**src/sv/scbp_pkg.sv**
```systemverilog
package scbp_pkg;

    // Pool geometry
    localparam int SMALL_SLOTS  = 64;
    localparam int MEDIUM_SLOTS = 32;
    localparam int LARGE_SLOTS  = 8;
    localparam int COUNT_BITS   = 16;
    localparam int TOTAL_SLOTS  = SMALL_SLOTS + MEDIUM_SLOTS + LARGE_SLOTS;

    localparam int SMALL_BASE  = 0;
    localparam int MEDIUM_BASE = SMALL_SLOTS;
    localparam int LARGE_BASE  = SMALL_SLOTS + MEDIUM_SLOTS;

    // Field widths
    localparam int MODE_W     = 2;
    localparam int LEN_W      = 11;
    localparam int SLOT_W     = 7;
    localparam int STATUS_W   = 3;
    localparam int CLASS_W    = 2;
    localparam int LIMIT_W    = 11;
    localparam int CFG_IDX_W  = 2;
    localparam int CFG_DATA_W = 11;

    // Stack index and fill count widths
    localparam int SMALL_IDX_W  = (SMALL_SLOTS > 1) ? $clog2(SMALL_SLOTS) : 1;
    localparam int MEDIUM_IDX_W = (MEDIUM_SLOTS > 1) ? $clog2(MEDIUM_SLOTS) : 1;
    localparam int LARGE_IDX_W  = (LARGE_SLOTS > 1) ? $clog2(LARGE_SLOTS) : 1;
    localparam int SMALL_TOP_W  = $clog2(SMALL_SLOTS + 1);
    localparam int MEDIUM_TOP_W = $clog2(MEDIUM_SLOTS + 1);
    localparam int LARGE_TOP_W  = $clog2(LARGE_SLOTS + 1);
    localparam int CNT_ADDR_W   = (TOTAL_SLOTS > 1) ? $clog2(TOTAL_SLOTS) : 1;

    localparam logic [COUNT_BITS-1:0] COUNT_MAX = {COUNT_BITS{1'b1}};

    // Register reset values
    localparam logic [LIMIT_W-1:0] SMALL_LIMIT_RST  = 11'd31;
    localparam logic [LIMIT_W-1:0] MEDIUM_LIMIT_RST = 11'd79;
    localparam logic [LIMIT_W-1:0] LARGE_LIMIT_RST  = 11'd1023;

    // Register indexes
    localparam logic [CFG_IDX_W-1:0] CFG_SMALL_LIMIT  = 2'd0;
    localparam logic [CFG_IDX_W-1:0] CFG_MEDIUM_LIMIT = 2'd1;
    localparam logic [CFG_IDX_W-1:0] CFG_LARGE_LIMIT  = 2'd2;

    // Request modes
    localparam logic [MODE_W-1:0] MODE_ALLOC   = 2'd0;
    localparam logic [MODE_W-1:0] MODE_RETAIN  = 2'd1;
    localparam logic [MODE_W-1:0] MODE_RELEASE = 2'd2;

    // Result status codes
    localparam logic [STATUS_W-1:0] ST_OK        = 3'd0;
    localparam logic [STATUS_W-1:0] ST_TOO_LONG  = 3'd1;
    localparam logic [STATUS_W-1:0] ST_NO_BUF    = 3'd2;
    localparam logic [STATUS_W-1:0] ST_BAD_SLOT  = 3'd3;
    localparam logic [STATUS_W-1:0] ST_SATURATED = 3'd4;

    // Size classes
    localparam logic [CLASS_W-1:0] CLS_SMALL  = 2'd0;
    localparam logic [CLASS_W-1:0] CLS_MEDIUM = 2'd1;
    localparam logic [CLASS_W-1:0] CLS_LARGE  = 2'd2;

    typedef enum logic [2:0] {
        S_IDLE,
        S_DECODE,
        S_POP,
        S_POP_RD,
        S_POP_CHK,
        S_SLOT_CHK
    } state_t;

    typedef struct packed {
        logic latch_in;
        logic set_class;
        logic next_class;
        logic pop;
        logic cnt_rd_pop;
        logic cnt_rd_slot;
        logic res_too_long;
        logic res_no_buf;
        logic res_bad;
        logic commit_alloc;
        logic commit_slot;
    } cmd_t;

    typedef struct packed {
        logic is_alloc;
        logic too_long;
        logic slot_bad;
        logic top_zero;
        logic class_last;
        logic pop_ok;
        logic out_free;
    } sts_t;

    function automatic logic [CLASS_W-1:0] slot_class(input logic [SLOT_W-1:0] s);
        logic [CLASS_W-1:0] c;
        if (int'(s) < SMALL_SLOTS)
            c = CLS_SMALL;
        else if (int'(s) < SMALL_SLOTS + MEDIUM_SLOTS)
            c = CLS_MEDIUM;
        else
            c = CLS_LARGE;
        return c;
    endfunction

endpackage

```
**src/sv/scbp_req_if.sv**
```systemverilog
interface scbp_req_if;
    import scbp_pkg::*;

    logic              valid;
    logic              ready;
    logic [MODE_W-1:0] mode;
    logic [LEN_W-1:0]  length;
    logic [SLOT_W-1:0] slot;

    modport source (output valid, mode, length, slot, input ready);
    modport sink   (input valid, mode, length, slot, output ready);
endinterface

```
**src/sv/scbp_rsp_if.sv**
```systemverilog
interface scbp_rsp_if;
    import scbp_pkg::*;

    logic                  valid;
    logic                  ready;
    logic [SLOT_W-1:0]     slot_out;
    logic [STATUS_W-1:0]   status;
    logic [CLASS_W-1:0]    size_class;
    logic                  freed;
    logic [COUNT_BITS-1:0] count_after;

    modport source (output valid, slot_out, status, size_class, freed, count_after,
                    input ready);
    modport sink   (input valid, slot_out, status, size_class, freed, count_after,
                    output ready);
endinterface

```
**src/sv/size_class_buffer_pool_core.sv**
```systemverilog
// Reference-counted buffer pool with small, medium and large slot classes, each
// kept on a LIFO free stack that is full after reset; slots are numbered small
// first, then medium, then large. Requests arrive on req (allocate, retain,
// release) and one result per request leaves on rsp through an output register,
// so the next request is taken while a result still waits. One request is in
// work at a time: retain and release pass through decode and a registered read
// of the count memory; allocate passes through decode, a pop that moves on past
// each empty class, a registered read of the free stack and a registered read
// of the count memory, and returns to the pop for each stale entry discarded.
// A result not yet taken holds the register and stalls the request in work.
// The three length limits are written through cfg_we, cfg_index and cfg_data;
// the user must write them only while the pool is idle, as the block itself
// does not enforce it. No clearing pass is run after reset.
module size_class_buffer_pool_core (
    input  logic                            clk,
    input  logic                            rst_n,
    input  logic                            cfg_we,
    input  logic [scbp_pkg::CFG_IDX_W-1:0]  cfg_index,
    input  logic [scbp_pkg::CFG_DATA_W-1:0] cfg_data,
    scbp_req_if.sink                        req,
    scbp_rsp_if.source                      rsp
);
    import scbp_pkg::*;

    cmd_t cmd;
    sts_t sts;

    scbp_ctrl u_ctrl (
        .clk       (clk),
        .rst_n     (rst_n),
        .req_valid (req.valid),
        .req_ready (req.ready),
        .sts       (sts),
        .cmd       (cmd)
    );

    scbp_dp u_dp (
        .clk        (clk),
        .rst_n      (rst_n),
        .cfg_we     (cfg_we),
        .cfg_index  (cfg_index),
        .cfg_data   (cfg_data),
        .req_mode   (req.mode),
        .req_length (req.length),
        .req_slot   (req.slot),
        .cmd        (cmd),
        .sts        (sts),
        .rsp        (rsp)
    );

endmodule

```
**src/sv/scbp_ctrl.sv**
```systemverilog
module scbp_ctrl (
    input  logic            clk,
    input  logic            rst_n,
    input  logic            req_valid,
    output logic            req_ready,
    input  scbp_pkg::sts_t  sts,
    output scbp_pkg::cmd_t  cmd
);
    import scbp_pkg::*;

    state_t state_reg;
    state_t state_next;

    always_ff @(posedge clk or negedge rst_n)
    begin
        if (!rst_n)
            state_reg <= S_IDLE;
        else
            state_reg <= state_next;
    end

    always_comb
    begin
        state_next = state_reg;
        case (state_reg)
            S_IDLE:
            begin
                if (req_valid)
                    state_next = S_DECODE;
            end
            S_DECODE:
            begin
                if (sts.is_alloc)
                begin
                    if (!sts.too_long)
                        state_next = S_POP;
                    else if (sts.out_free)
                        state_next = S_IDLE;
                end
                else
                begin
                    if (!sts.slot_bad)
                        state_next = S_SLOT_CHK;
                    else if (sts.out_free)
                        state_next = S_IDLE;
                end
            end
            S_POP:
            begin
                if (!sts.top_zero)
                    state_next = S_POP_RD;
                else if (sts.class_last && sts.out_free)
                    state_next = S_IDLE;
            end
            S_POP_RD:
                state_next = S_POP_CHK;
            S_POP_CHK:
            begin
                // a stale entry sends us back for another pop
                if (!sts.pop_ok)
                    state_next = S_POP;
                else if (sts.out_free)
                    state_next = S_IDLE;
            end
            S_SLOT_CHK:
            begin
                if (sts.out_free)
                    state_next = S_IDLE;
            end
            default:
                state_next = S_IDLE;
        endcase
    end

    always_comb
    begin
        cmd       = '0;
        req_ready = 1'b0;
        case (state_reg)
            S_IDLE:
            begin
                req_ready    = 1'b1;
                cmd.latch_in = req_valid;
            end
            S_DECODE:
            begin
                if (sts.is_alloc)
                begin
                    cmd.set_class    = !sts.too_long;
                    cmd.res_too_long = sts.too_long && sts.out_free;
                end
                else
                begin
                    cmd.cnt_rd_slot = !sts.slot_bad;
                    cmd.res_bad     = sts.slot_bad && sts.out_free;
                end
            end
            S_POP:
            begin
                cmd.pop        = !sts.top_zero;
                cmd.next_class = sts.top_zero && !sts.class_last;
                cmd.res_no_buf = sts.top_zero && sts.class_last && sts.out_free;
            end
            S_POP_RD:
                cmd.cnt_rd_pop = 1'b1;
            S_POP_CHK:
                cmd.commit_alloc = sts.pop_ok && sts.out_free;
            S_SLOT_CHK:
                cmd.commit_slot = sts.out_free;
            default:
                cmd = '0;
        endcase
    end

    a_accept_decodes: assert property (@(posedge clk) disable iff (!rst_n)
        (req_valid && req_ready) |=> (state_reg == S_DECODE))
        else $error("accepted item not decoded next cycle");

    a_one_result: assert property (@(posedge clk) disable iff (!rst_n)
        $onehot0({cmd.res_too_long, cmd.res_no_buf, cmd.res_bad,
                  cmd.commit_alloc, cmd.commit_slot}))
        else $error("more than one result source in a cycle");

    a_pop_reads: assert property (@(posedge clk) disable iff (!rst_n)
        cmd.pop |=> (state_reg == S_POP_RD))
        else $error("stack pop not followed by its read stage");

endmodule

```
**src/sv/scbp_dp.sv**
```systemverilog
module scbp_dp (
    input  logic                            clk,
    input  logic                            rst_n,
    input  logic                            cfg_we,
    input  logic [scbp_pkg::CFG_IDX_W-1:0]  cfg_index,
    input  logic [scbp_pkg::CFG_DATA_W-1:0] cfg_data,
    input  logic [scbp_pkg::MODE_W-1:0]     req_mode,
    input  logic [scbp_pkg::LEN_W-1:0]      req_length,
    input  logic [scbp_pkg::SLOT_W-1:0]     req_slot,
    input  scbp_pkg::cmd_t                  cmd,
    output scbp_pkg::sts_t                  sts,
    scbp_rsp_if.source                      rsp
);
    import scbp_pkg::*;

    // Latched request
    logic [MODE_W-1:0] mode_reg;
    logic [LEN_W-1:0]  length_reg;
    logic [SLOT_W-1:0] slot_reg;

    logic [LIMIT_W-1:0] small_limit_reg;
    logic [LIMIT_W-1:0] medium_limit_reg;
    logic [LIMIT_W-1:0] large_limit_reg;

    logic [CLASS_W-1:0] cls_reg;
    logic [CLASS_W-1:0] cls_start;
    logic               too_long;

    // Free stacks
    logic [SLOT_W-1:0] small_mem  [0:SMALL_SLOTS-1];
    logic [SLOT_W-1:0] medium_mem [0:MEDIUM_SLOTS-1];
    logic [SLOT_W-1:0] large_mem  [0:LARGE_SLOTS-1];
    logic [SMALL_SLOTS-1:0]  small_vld_reg;
    logic [MEDIUM_SLOTS-1:0] medium_vld_reg;
    logic [LARGE_SLOTS-1:0]  large_vld_reg;

    logic [SMALL_TOP_W-1:0]  small_top_reg,  small_top_next;
    logic [MEDIUM_TOP_W-1:0] medium_top_reg, medium_top_next;
    logic [LARGE_TOP_W-1:0]  large_top_reg,  large_top_next;

    logic [SMALL_IDX_W-1:0]  small_pop_idx,  small_push_idx;
    logic [MEDIUM_IDX_W-1:0] medium_pop_idx, medium_push_idx;
    logic [LARGE_IDX_W-1:0]  large_pop_idx,  large_push_idx;

    logic [SLOT_W-1:0] stk_rd_reg;
    logic              stk_rd_vld_reg;
    logic [SLOT_W-1:0] stk_dflt_reg;
    logic [SLOT_W-1:0] pop_slot;
    logic              pop_in_range;

    logic              top_zero;
    logic [CLASS_W-1:0] push_cls;
    logic              push_room;
    logic              push_do;

    // Reference counts
    logic [COUNT_BITS-1:0] cnt_mem [0:TOTAL_SLOTS-1];
    logic [TOTAL_SLOTS-1:0] cnt_vld_reg;
    logic [COUNT_BITS-1:0] cnt_rd_reg;
    logic                  cnt_rd_vld_reg;
    logic [COUNT_BITS-1:0] cnt_val;
    logic [COUNT_BITS-1:0] cnt_inc;
    logic [COUNT_BITS-1:0] cnt_dec;
    logic [CNT_ADDR_W-1:0] cnt_rd_addr;
    logic [CNT_ADDR_W-1:0] cnt_wr_addr;
    logic [COUNT_BITS-1:0] cnt_wr_data;
    logic                  cnt_we;
    logic                  slot_live;
    logic                  sat;
    logic                  is_retain;
    logic                  is_release;

    // Result register
    logic                  res_load;
    logic                  out_free;
    logic                  rsp_valid_reg, rsp_valid_next;
    logic [SLOT_W-1:0]     slot_out_reg,  slot_out_next;
    logic [STATUS_W-1:0]   status_reg,    status_next;
    logic [CLASS_W-1:0]    class_reg,     class_next;
    logic                  freed_reg,     freed_next;
    logic [COUNT_BITS-1:0] count_reg,     count_next;

    always_ff @(posedge clk)
    begin
        if (cmd.latch_in)
        begin
            mode_reg   <= req_mode;
            length_reg <= req_length;
            slot_reg   <= req_slot;
        end
    end

    always_ff @(posedge clk or negedge rst_n)
    begin
        if (!rst_n)
        begin
            small_limit_reg  <= SMALL_LIMIT_RST;
            medium_limit_reg <= MEDIUM_LIMIT_RST;
            large_limit_reg  <= LARGE_LIMIT_RST;
        end
        else if (cfg_we)
        begin
            case (cfg_index)
                CFG_SMALL_LIMIT:  small_limit_reg  <= cfg_data;
                CFG_MEDIUM_LIMIT: medium_limit_reg <= cfg_data;
                CFG_LARGE_LIMIT:  large_limit_reg  <= cfg_data;
                default: ;
            endcase
        end
    end

    // Pick the first class whose limit the length stays below
    always_comb
    begin
        too_long  = 1'b0;
        cls_start = CLS_SMALL;
        if (length_reg < small_limit_reg)
            cls_start = CLS_SMALL;
        else if (length_reg < medium_limit_reg)
            cls_start = CLS_MEDIUM;
        else if (length_reg < large_limit_reg)
            cls_start = CLS_LARGE;
        else
            too_long = 1'b1;
    end

    always_ff @(posedge clk or negedge rst_n)
    begin
        if (!rst_n)
            cls_reg <= CLS_SMALL;
        else if (cmd.set_class)
            cls_reg <= cls_start;
        else if (cmd.next_class)
            cls_reg <= cls_reg + CLASS_W'(1);
    end

    assign small_pop_idx   = SMALL_IDX_W'(small_top_reg - SMALL_TOP_W'(1));
    assign medium_pop_idx  = MEDIUM_IDX_W'(medium_top_reg - MEDIUM_TOP_W'(1));
    assign large_pop_idx   = LARGE_IDX_W'(large_top_reg - LARGE_TOP_W'(1));
    assign small_push_idx  = small_top_reg[SMALL_IDX_W-1:0];
    assign medium_push_idx = medium_top_reg[MEDIUM_IDX_W-1:0];
    assign large_push_idx  = large_top_reg[LARGE_IDX_W-1:0];

    always_comb
    begin
        case (cls_reg)
            CLS_SMALL:  top_zero = (small_top_reg == '0);
            CLS_MEDIUM: top_zero = (medium_top_reg == '0);
            default:    top_zero = (large_top_reg == '0);
        endcase
    end

    assign is_retain  = (mode_reg == MODE_RETAIN);
    assign is_release = (mode_reg == MODE_RELEASE);

    assign cnt_val   = cnt_rd_vld_reg ? cnt_rd_reg : '0;
    assign slot_live = (cnt_val != '0);
    assign sat       = (cnt_val == COUNT_MAX);
    assign cnt_inc   = cnt_val + COUNT_BITS'(1);
    assign cnt_dec   = cnt_val - COUNT_BITS'(1);

    assign push_cls = slot_class(slot_reg);

    always_comb
    begin
        case (push_cls)
            CLS_SMALL:  push_room = (small_top_reg < SMALL_TOP_W'(SMALL_SLOTS));
            CLS_MEDIUM: push_room = (medium_top_reg < MEDIUM_TOP_W'(MEDIUM_SLOTS));
            default:    push_room = (large_top_reg < LARGE_TOP_W'(LARGE_SLOTS));
        endcase
    end

    // Return the slot when this release drops its last reference
    assign push_do = cmd.commit_slot && is_release && (cnt_val == COUNT_BITS'(1)) && push_room;

    always_comb
    begin
        small_top_next  = small_top_reg;
        medium_top_next = medium_top_reg;
        large_top_next  = large_top_reg;
        if (cmd.pop && cls_reg == CLS_SMALL)
            small_top_next = small_top_reg - SMALL_TOP_W'(1);
        else if (push_do && push_cls == CLS_SMALL)
            small_top_next = small_top_reg + SMALL_TOP_W'(1);
        if (cmd.pop && cls_reg == CLS_MEDIUM)
            medium_top_next = medium_top_reg - MEDIUM_TOP_W'(1);
        else if (push_do && push_cls == CLS_MEDIUM)
            medium_top_next = medium_top_reg + MEDIUM_TOP_W'(1);
        if (cmd.pop && cls_reg == CLS_LARGE)
            large_top_next = large_top_reg - LARGE_TOP_W'(1);
        else if (push_do && push_cls == CLS_LARGE)
            large_top_next = large_top_reg + LARGE_TOP_W'(1);
    end

    // An entry never written since reset still holds its class's slot in order
    always_ff @(posedge clk or negedge rst_n)
    begin
        if (!rst_n)
        begin
            small_top_reg  <= SMALL_TOP_W'(SMALL_SLOTS);
            medium_top_reg <= MEDIUM_TOP_W'(MEDIUM_SLOTS);
            large_top_reg  <= LARGE_TOP_W'(LARGE_SLOTS);
            small_vld_reg  <= '0;
            medium_vld_reg <= '0;
            large_vld_reg  <= '0;
        end
        else
        begin
            small_top_reg  <= small_top_next;
            medium_top_reg <= medium_top_next;
            large_top_reg  <= large_top_next;
            if (push_do && push_cls == CLS_SMALL)
                small_vld_reg[small_push_idx] <= 1'b1;
            if (push_do && push_cls == CLS_MEDIUM)
                medium_vld_reg[medium_push_idx] <= 1'b1;
            if (push_do && push_cls == CLS_LARGE)
                large_vld_reg[large_push_idx] <= 1'b1;
        end
    end

    always_ff @(posedge clk)
    begin
        if (push_do && push_cls == CLS_SMALL)
            small_mem[small_push_idx] <= slot_reg;
        if (push_do && push_cls == CLS_MEDIUM)
            medium_mem[medium_push_idx] <= slot_reg;
        if (push_do && push_cls == CLS_LARGE)
            large_mem[large_push_idx] <= slot_reg;
    end

    always_ff @(posedge clk)
    begin
        if (cmd.pop)
        begin
            case (cls_reg)
                CLS_SMALL:
                begin
                    stk_rd_reg     <= small_mem[small_pop_idx];
                    stk_rd_vld_reg <= small_vld_reg[small_pop_idx];
                    stk_dflt_reg   <= SLOT_W'(SMALL_BASE) + SLOT_W'(small_pop_idx);
                end
                CLS_MEDIUM:
                begin
                    stk_rd_reg     <= medium_mem[medium_pop_idx];
                    stk_rd_vld_reg <= medium_vld_reg[medium_pop_idx];
                    stk_dflt_reg   <= SLOT_W'(MEDIUM_BASE) + SLOT_W'(medium_pop_idx);
                end
                default:
                begin
                    stk_rd_reg     <= large_mem[large_pop_idx];
                    stk_rd_vld_reg <= large_vld_reg[large_pop_idx];
                    stk_dflt_reg   <= SLOT_W'(LARGE_BASE) + SLOT_W'(large_pop_idx);
                end
            endcase
        end
    end

    assign pop_slot     = stk_rd_vld_reg ? stk_rd_reg : stk_dflt_reg;
    assign pop_in_range = (int'(pop_slot) < TOTAL_SLOTS);

    assign cnt_rd_addr = cmd.cnt_rd_pop ? pop_slot[CNT_ADDR_W-1:0] : slot_reg[CNT_ADDR_W-1:0];
    assign cnt_wr_addr = cmd.commit_alloc ? pop_slot[CNT_ADDR_W-1:0]
                                          : slot_reg[CNT_ADDR_W-1:0];
    assign cnt_wr_data = cmd.commit_alloc ? COUNT_BITS'(1) : (is_retain ? cnt_inc : cnt_dec);
    assign cnt_we      = cmd.commit_alloc ||
                         (cmd.commit_slot && slot_live && !(is_retain && sat));

    always_ff @(posedge clk)
    begin
        if (cmd.cnt_rd_pop || cmd.cnt_rd_slot)
        begin
            cnt_rd_reg     <= cnt_mem[cnt_rd_addr];
            cnt_rd_vld_reg <= cnt_vld_reg[cnt_rd_addr];
        end
        if (cnt_we)
            cnt_mem[cnt_wr_addr] <= cnt_wr_data;
    end

    // A count never written reads as zero
    always_ff @(posedge clk or negedge rst_n)
    begin
        if (!rst_n)
            cnt_vld_reg <= '0;
        else if (cnt_we)
            cnt_vld_reg[cnt_wr_addr] <= 1'b1;
    end

    assign out_free = !rsp_valid_reg || rsp.ready;
    assign res_load = cmd.res_too_long || cmd.res_no_buf || cmd.res_bad ||
                      cmd.commit_alloc || cmd.commit_slot;

    always_comb
    begin
        slot_out_next = '0;
        status_next   = ST_BAD_SLOT;
        class_next    = CLS_SMALL;
        freed_next    = 1'b0;
        count_next    = '0;
        if (cmd.res_too_long)
            status_next = ST_TOO_LONG;
        else if (cmd.res_no_buf)
            status_next = ST_NO_BUF;
        else if (cmd.commit_alloc)
        begin
            slot_out_next = pop_slot;
            status_next   = ST_OK;
            class_next    = slot_class(pop_slot);
            count_next    = COUNT_BITS'(1);
        end
        else if (cmd.commit_slot)
        begin
            slot_out_next = slot_reg;
            class_next    = push_cls;
            if (!slot_live)
                status_next = ST_BAD_SLOT;
            else if (is_retain && sat)
            begin
                status_next = ST_SATURATED;
                count_next  = cnt_val;
            end
            else if (is_retain)
            begin
                status_next = ST_OK;
                count_next  = cnt_inc;
            end
            else
            begin
                status_next = ST_OK;
                count_next  = cnt_dec;
                freed_next  = push_do;
            end
        end
    end

    assign rsp_valid_next = res_load || (rsp_valid_reg && !rsp.ready);

    always_ff @(posedge clk or negedge rst_n)
    begin
        if (!rst_n)
            rsp_valid_reg <= 1'b0;
        else
            rsp_valid_reg <= rsp_valid_next;
    end

    always_ff @(posedge clk)
    begin
        if (res_load)
        begin
            slot_out_reg <= slot_out_next;
            status_reg   <= status_next;
            class_reg    <= class_next;
            freed_reg    <= freed_next;
            count_reg    <= count_next;
        end
    end

    assign rsp.valid       = rsp_valid_reg;
    assign rsp.slot_out    = slot_out_reg;
    assign rsp.status      = status_reg;
    assign rsp.size_class  = class_reg;
    assign rsp.freed       = freed_reg;
    assign rsp.count_after = count_reg;

    assign sts.is_alloc   = (mode_reg == MODE_ALLOC);
    assign sts.too_long   = too_long;
    assign sts.slot_bad   = !(is_retain || is_release) || (int'(slot_reg) >= TOTAL_SLOTS);
    assign sts.top_zero   = top_zero;
    assign sts.class_last = (cls_reg == CLS_LARGE);
    assign sts.pop_ok     = pop_in_range && !slot_live;
    assign sts.out_free   = out_free;

    a_tops_bounded: assert property (@(posedge clk) disable iff (!rst_n)
        (int'(small_top_reg) <= SMALL_SLOTS) && (int'(medium_top_reg) <= MEDIUM_SLOTS) &&
        (int'(large_top_reg) <= LARGE_SLOTS))
        else $error("free stack fill count beyond its depth");

    a_load_when_free: assert property (@(posedge clk) disable iff (!rst_n)
        res_load |-> out_free)
        else $error("result loaded over an item not yet taken");

    a_alloc_gives_one: assert property (@(posedge clk) disable iff (!rst_n)
        cmd.commit_alloc |=> (rsp_valid_reg && status_reg == ST_OK &&
                              count_reg == COUNT_BITS'(1)))
        else $error("allocation result not shown with count one");

endmodule
```
**src/flat_wrapper.sv**
```systemverilog
// flat-port wrapper written by rule: the top's interface ports become plain ports
module size_class_buffer_pool_core_flat import scbp_pkg::*;
  (clk, rst_n, cfg_we, cfg_index, cfg_data, req_valid, req_mode, req_length, req_slot, req_ready, rsp_valid, rsp_slot_out, rsp_status, rsp_size_class, rsp_freed, rsp_count_after, rsp_ready);
  scbp_req_if req_i ();
  scbp_rsp_if rsp_i ();
  input  logic clk;
  input  logic rst_n;
  input  logic cfg_we;
  input  logic [scbp_pkg::CFG_IDX_W-1:0] cfg_index;
  input  logic [scbp_pkg::CFG_DATA_W-1:0] cfg_data;
  input wire logic [$bits(req_i.valid)-1:0] req_valid;
  input wire logic [$bits(req_i.mode)-1:0] req_mode;
  input wire logic [$bits(req_i.length)-1:0] req_length;
  input wire logic [$bits(req_i.slot)-1:0] req_slot;
  output wire logic [$bits(req_i.ready)-1:0] req_ready;
  output wire logic [$bits(rsp_i.valid)-1:0] rsp_valid;
  output wire logic [$bits(rsp_i.slot_out)-1:0] rsp_slot_out;
  output wire logic [$bits(rsp_i.status)-1:0] rsp_status;
  output wire logic [$bits(rsp_i.size_class)-1:0] rsp_size_class;
  output wire logic [$bits(rsp_i.freed)-1:0] rsp_freed;
  output wire logic [$bits(rsp_i.count_after)-1:0] rsp_count_after;
  input wire logic [$bits(rsp_i.ready)-1:0] rsp_ready;
  assign req_i.valid = req_valid;
  assign req_i.mode = req_mode;
  assign req_i.length = req_length;
  assign req_i.slot = req_slot;
  assign req_ready = req_i.ready;
  assign rsp_valid = rsp_i.valid;
  assign rsp_slot_out = rsp_i.slot_out;
  assign rsp_status = rsp_i.status;
  assign rsp_size_class = rsp_i.size_class;
  assign rsp_freed = rsp_i.freed;
  assign rsp_count_after = rsp_i.count_after;
  assign rsp_i.ready = rsp_ready;
  size_class_buffer_pool_core u_core (.clk(clk), .rst_n(rst_n), .cfg_we(cfg_we), .cfg_index(cfg_index), .cfg_data(cfg_data), .req(req_i), .rsp(rsp_i));
endmodule
```
**config.mk**
```make
export PLATFORM = sky130hd
export DESIGN_NAME = size_class_buffer_pool_core_flat
export DESIGN_NICKNAME = d
export VERILOG_FILES = /design/src/sv/scbp_pkg.sv /design/src/sv/scbp_req_if.sv /design/src/sv/scbp_rsp_if.sv /design/src/sv/size_class_buffer_pool_core.sv /design/src/sv/scbp_ctrl.sv /design/src/sv/scbp_dp.sv /design/src/flat_wrapper.sv
export SDC_FILE = /design/constraint.sdc
export NUM_CORES = 2
export LEC_CHECK = 0
export ABC_CLOCK_PERIOD_IN_PS = 7200
export BUFFER_PORTS_ARGS = -buffer_cell sky130_fd_sc_hd__buf_2
export CORE_ASPECT_RATIO = 2
export CORE_UTILIZATION = 40
export DETAILED_ROUTE_END_ITERATION = 12
export GPL_TIMING_DRIVEN = 0
export PLACE_DENSITY = 0.57
export SYNTH_ARGS = -nofsm -noshare
export SYNTH_HDL_FRONTEND = slang
export SYNTH_SLANG_ARGS = --single-unit
```
**constraint.sdc**
```tcl
create_clock -name clk -period 7.2 [get_ports clk]
set_clock_uncertainty 0.15 [all_clocks]
set_input_delay 0.36 -clock clk [delete_from_list [all_inputs] [get_ports clk]]
set_output_delay 0.36 -clock clk [all_outputs]
set_load 0.01 [all_outputs]
```
==> results.txt <==
Status: finished with violations
Failing checks: capacitance limit, slew limit
Clock net sink count: 2737
Top Family by Delay on Critical Path: buffers and inverters
Transition time of the tightest slew-check pin: 1.64 ns
Max-cap viol count: 8
Sum of net half-perimeters after detailed placement: 318000 µm
Largest registers ranked by flip-flop count: u_core.u_dp.cnt_mem: 1664 flops, u_core.u_dp.small_mem: 448 flops, u_core.u_dp.medium_mem: 224 flops
Clock tree from TritonCTS: done
Combinational family with the most area after synthesis: simple AND/OR/NAND/NOR gates
Max Fanout on Critical Path: 10
Final Hold Viols: 0
Flip-flop and latch count after synthesis: 2737
Sum of negative setup slack: 0 ns
Core area: 0.276 mm²
Max rail drop VDD: 0.277 mV
Initial antenna violation count: 31
Multi-input gate area in the final layout: 0.0280 mm²
Mux contribution to synthesized area: 0.0671
Area share of the largest cell type after synthesis: 0.669
Routed WL: 431000 µm
Worst setup path category: reg -> reg
Library cell appearing most often on the critical path: buf_2
Die Ht: 747 µm
Count of boundary I/O pins: 69
CP peak stage delay: 0.93 ns
Most frequent cells after synthesis: edfxtp_1 (2473), nand2_1 (1692), nand3_1 (798), nor2_1 (272), mux4_2 (247)
Number of input and output port buffers inserted: 68
Synth area leader: edfxtp_1
Net Count, Synth: 7806
Total via count after detailed routing: 70600
Global-route wire length before repair: 582000 µm
Required time reported for the critical path endpoint: 7.68 ns
Sort of element at the end of the critical path: flop
Max-slew violations: 57
Clock Path Buffers: 4
Setup repair after global routing missed its margin: no
Ratio of cells with drive above 1 in the final layout: 0.177
Cell with the most instances after synthesis: edfxtp_1
Sequential element share of the synthesized area: 0.729
Number of nets in the final layout: 8352
Startpoint type of the worst setup path: flop
Post-CTS setup buffers: 0
Pin count of the biggest net entering global routing: 86
Global-route usage over all layers: 0.306
WL per Instance: 35.8 µm
Die Area: 0.280 mm²
Leakage: 44.7 nW
Register Area: 0.0809 mm²
CTS clock-pin slew for the worst setup and hold paths: 0.08 ns
Final Critical Period: 7.00 ns
Horizontal die dimension: 374 µm
Length of the first detailed-routing pass in iterations: 8
Last weighted congestion value of the routability-driven placer: 1.08
Area of the mapped netlist: 0.111 mm²
Combined buffer and inverter count along the critical path: 4
Slowest cell on the critical path: nand3_1
Yosys cell types: 87
Gate count after technology mapping: 7717
Max Clk Rate: 143 MHz
Synthesis warning total: 0
Max-slew headroom: -0.0958
Final setup viols: 0
Flip-flop count of the largest register after layout: 1664
Adder and majority gate portion of the synthesized area: 0.00575
Register with the most flip-flops: u_core.u_dp.cnt_mem
Class of the worst hold path: in -> reg
CTS buffer count: 237
Final global-route overflow total: 0
Number of H-tree levels: 4
Xor and xnor fraction of the mapped netlist area: 0.00221
Post-synth top flop: edfxtp_1
Worst hold slack across all endpoints: 0.117 ns
Effective utilization at floorplan: 0.402
Number of filler cells placed in the layout: 24100
Detailed-route vias per instance: 5.86
Area fraction in compound gates after synthesis: 0.0453
Vias in the first global route: 70700
Count of nets left with antenna violations after detail routing: 0
Clock tree root driver cell: clkbuf_16
Simple logic cell fraction of the synthesized area: 0.128
Final Cycle Share: 0.972
Crit path cell chain: buf_2 > mux2_2 > mux2_2 > buf_2 > buf_2 > clkbuf_1 > nand3_1 > a31oi_1 > nand3_1 > o31ai_1 > a221oi_2
Power Dens Cells: 420 mW/mm²
Number of enable flip-flop cells after synthesis: 2473
Clock latency reported for the late side of the worst-skew pair: 0.95 ns
Mapped Avg Cell Area: 14.4 µm²
DRC violation total after the first TritonRoute iteration: 7546
Post-cts gate resize count: 0
Proportion of synthesized flip-flops having asynchronous set or reset: 0.0965
Remaining design rule violation count: 0
Growth of design area from synthesis to finish: 15.7%
Critical path arrival: 7.48 ns
Floorplan row count: 273
Leading cell types by total area after synthesis: edfxtp_1 (67%), nand2_1 (5.7%), dfrtp_1 (5.4%)
-- worst paths after layout --
path                       depth (start not counted)                                      start  slack (ns)                                     endpoint
max                                               11       u_core.u_dp.stk_rd_vld_reg$_DFFE_PP_        0.20          u_core.u_dp.cnt_rd_reg[8]$_DFFE_PP_
min                                                4                               cfg_data[10]        0.12  u_core.u_dp.small_limit_reg[10]$_DFFE_PN0P_
max reg2reg                                       11       u_core.u_dp.stk_rd_vld_reg$_DFFE_PP_        0.20          u_core.u_dp.cnt_rd_reg[8]$_DFFE_PP_
min reg2reg                                        1  u_core.u_dp.small_vld_reg[13]$_DFFE_PN0P_        0.31    u_core.u_dp.small_vld_reg[13]$_DFFE_PN0P_
max in group asynchronous                          5                                      rst_n        5.47   u_core.u_dp.small_limit_reg[1]$_DFFE_PN1P_
min in group asynchronous                          4                                      rst_n        0.37    u_core.u_dp.small_vld_reg[50]$_DFFE_PN0P_
-- placed cells by master, fill, tap and decap left out, types with 72 or more instances in the layout --
cell and instances:
buf_2 266, a31oi_1 96, mux2i_1 125, and3_1 72, buf_8 72, mux4_2 247, nand3_1 798, clkbuf_1 195
a21oi_1 237, dfrtp_1 241, or2_2 113, edfxtp_1 2473, nor2_1 177, clkbuf_16 238, nor2_2 102, nand2_1 1692
-- final cells by class --
cell class	count	share of cell area
Tap cell	3575	0.0348
Clock buffer	294	0.0498
Multi-Input combinational cell	4449	0.218
Buffer	471	0.0181
Timing Repair Buffer	308	0.0338
Clock inverter	141	0.0135
Inverter	59	0.00172
Antenna cell	20	0.000390
Sequential cell	2737	0.630
-- where the power goes --
group / switching, mW / leakage, nW / total (mW) / internal (mW)
sequential: 0.296 / 25.8 / 20.3 / 20.0
combinational: 14.5 / 14.9 / 19.9 / 5.40
clock: 6.13 / 3.95 / 13.7 / 7.57
-- stage by stage --
step	utilization	instance area [µm²]	setup slack, ns	power (mW)	std cells
after detailed placement	0.433	120000	-0.161	40.0	11500
after floorplan	-	111000	1.49	29.9	7717
final	0.465	128000	0.203	53.9	12100
after global placement	0.420	116000	-5.32	38.8	11400
after CTS	0.465	128000	0.537	53.5	12000
after global routing	0.465	128000	0.284	54.9	12000
-- tightest hold or removal path: cells and delay by family --
family                 cells  cell delay (ns)
AO/OA/AOI/OAI              1             0.07
buffers and inverters      2             0.64
AND/OR/NAND/NOR            1             0.05
-- repair_timing --
| item | 4_1_cts | 5_1_grt |
|---|---|---|
| hold endpoints to repair | 204 | 0 |
| setup endpoints to repair | 3 | 0 |
| hold buffers | 68 | 0 |
-- metal layers --
| layer | track usage | up-vias | share of wire |
|---|---|---|---|
| met5 | 0.00190 | - | 0.00042 |
| li1 | - | 29900 | - |
| met2 | 0.549 | 3363 | 0.52 |
| met1 | 0.289 | 36000 | 0.30 |
| met3 | 0.0553 | 1264 | 0.060 |
| met4 | 0.296 | 16 | 0.12 |
-- cell families (layout without fill, tap and decap cells) --
kind of cell	after synthesis	in the layout
DFF	2737	2737
xor gates and xnor gates	28	28
AOI/OAI and AO/OA	745	745
muxes	423	423
buffers and inverters	531	1273
adders and majority gates	51	51
other	0	20
and+or+nand+nor	3202	3202
No activity file was read; power rests on OpenSTA's default activity.
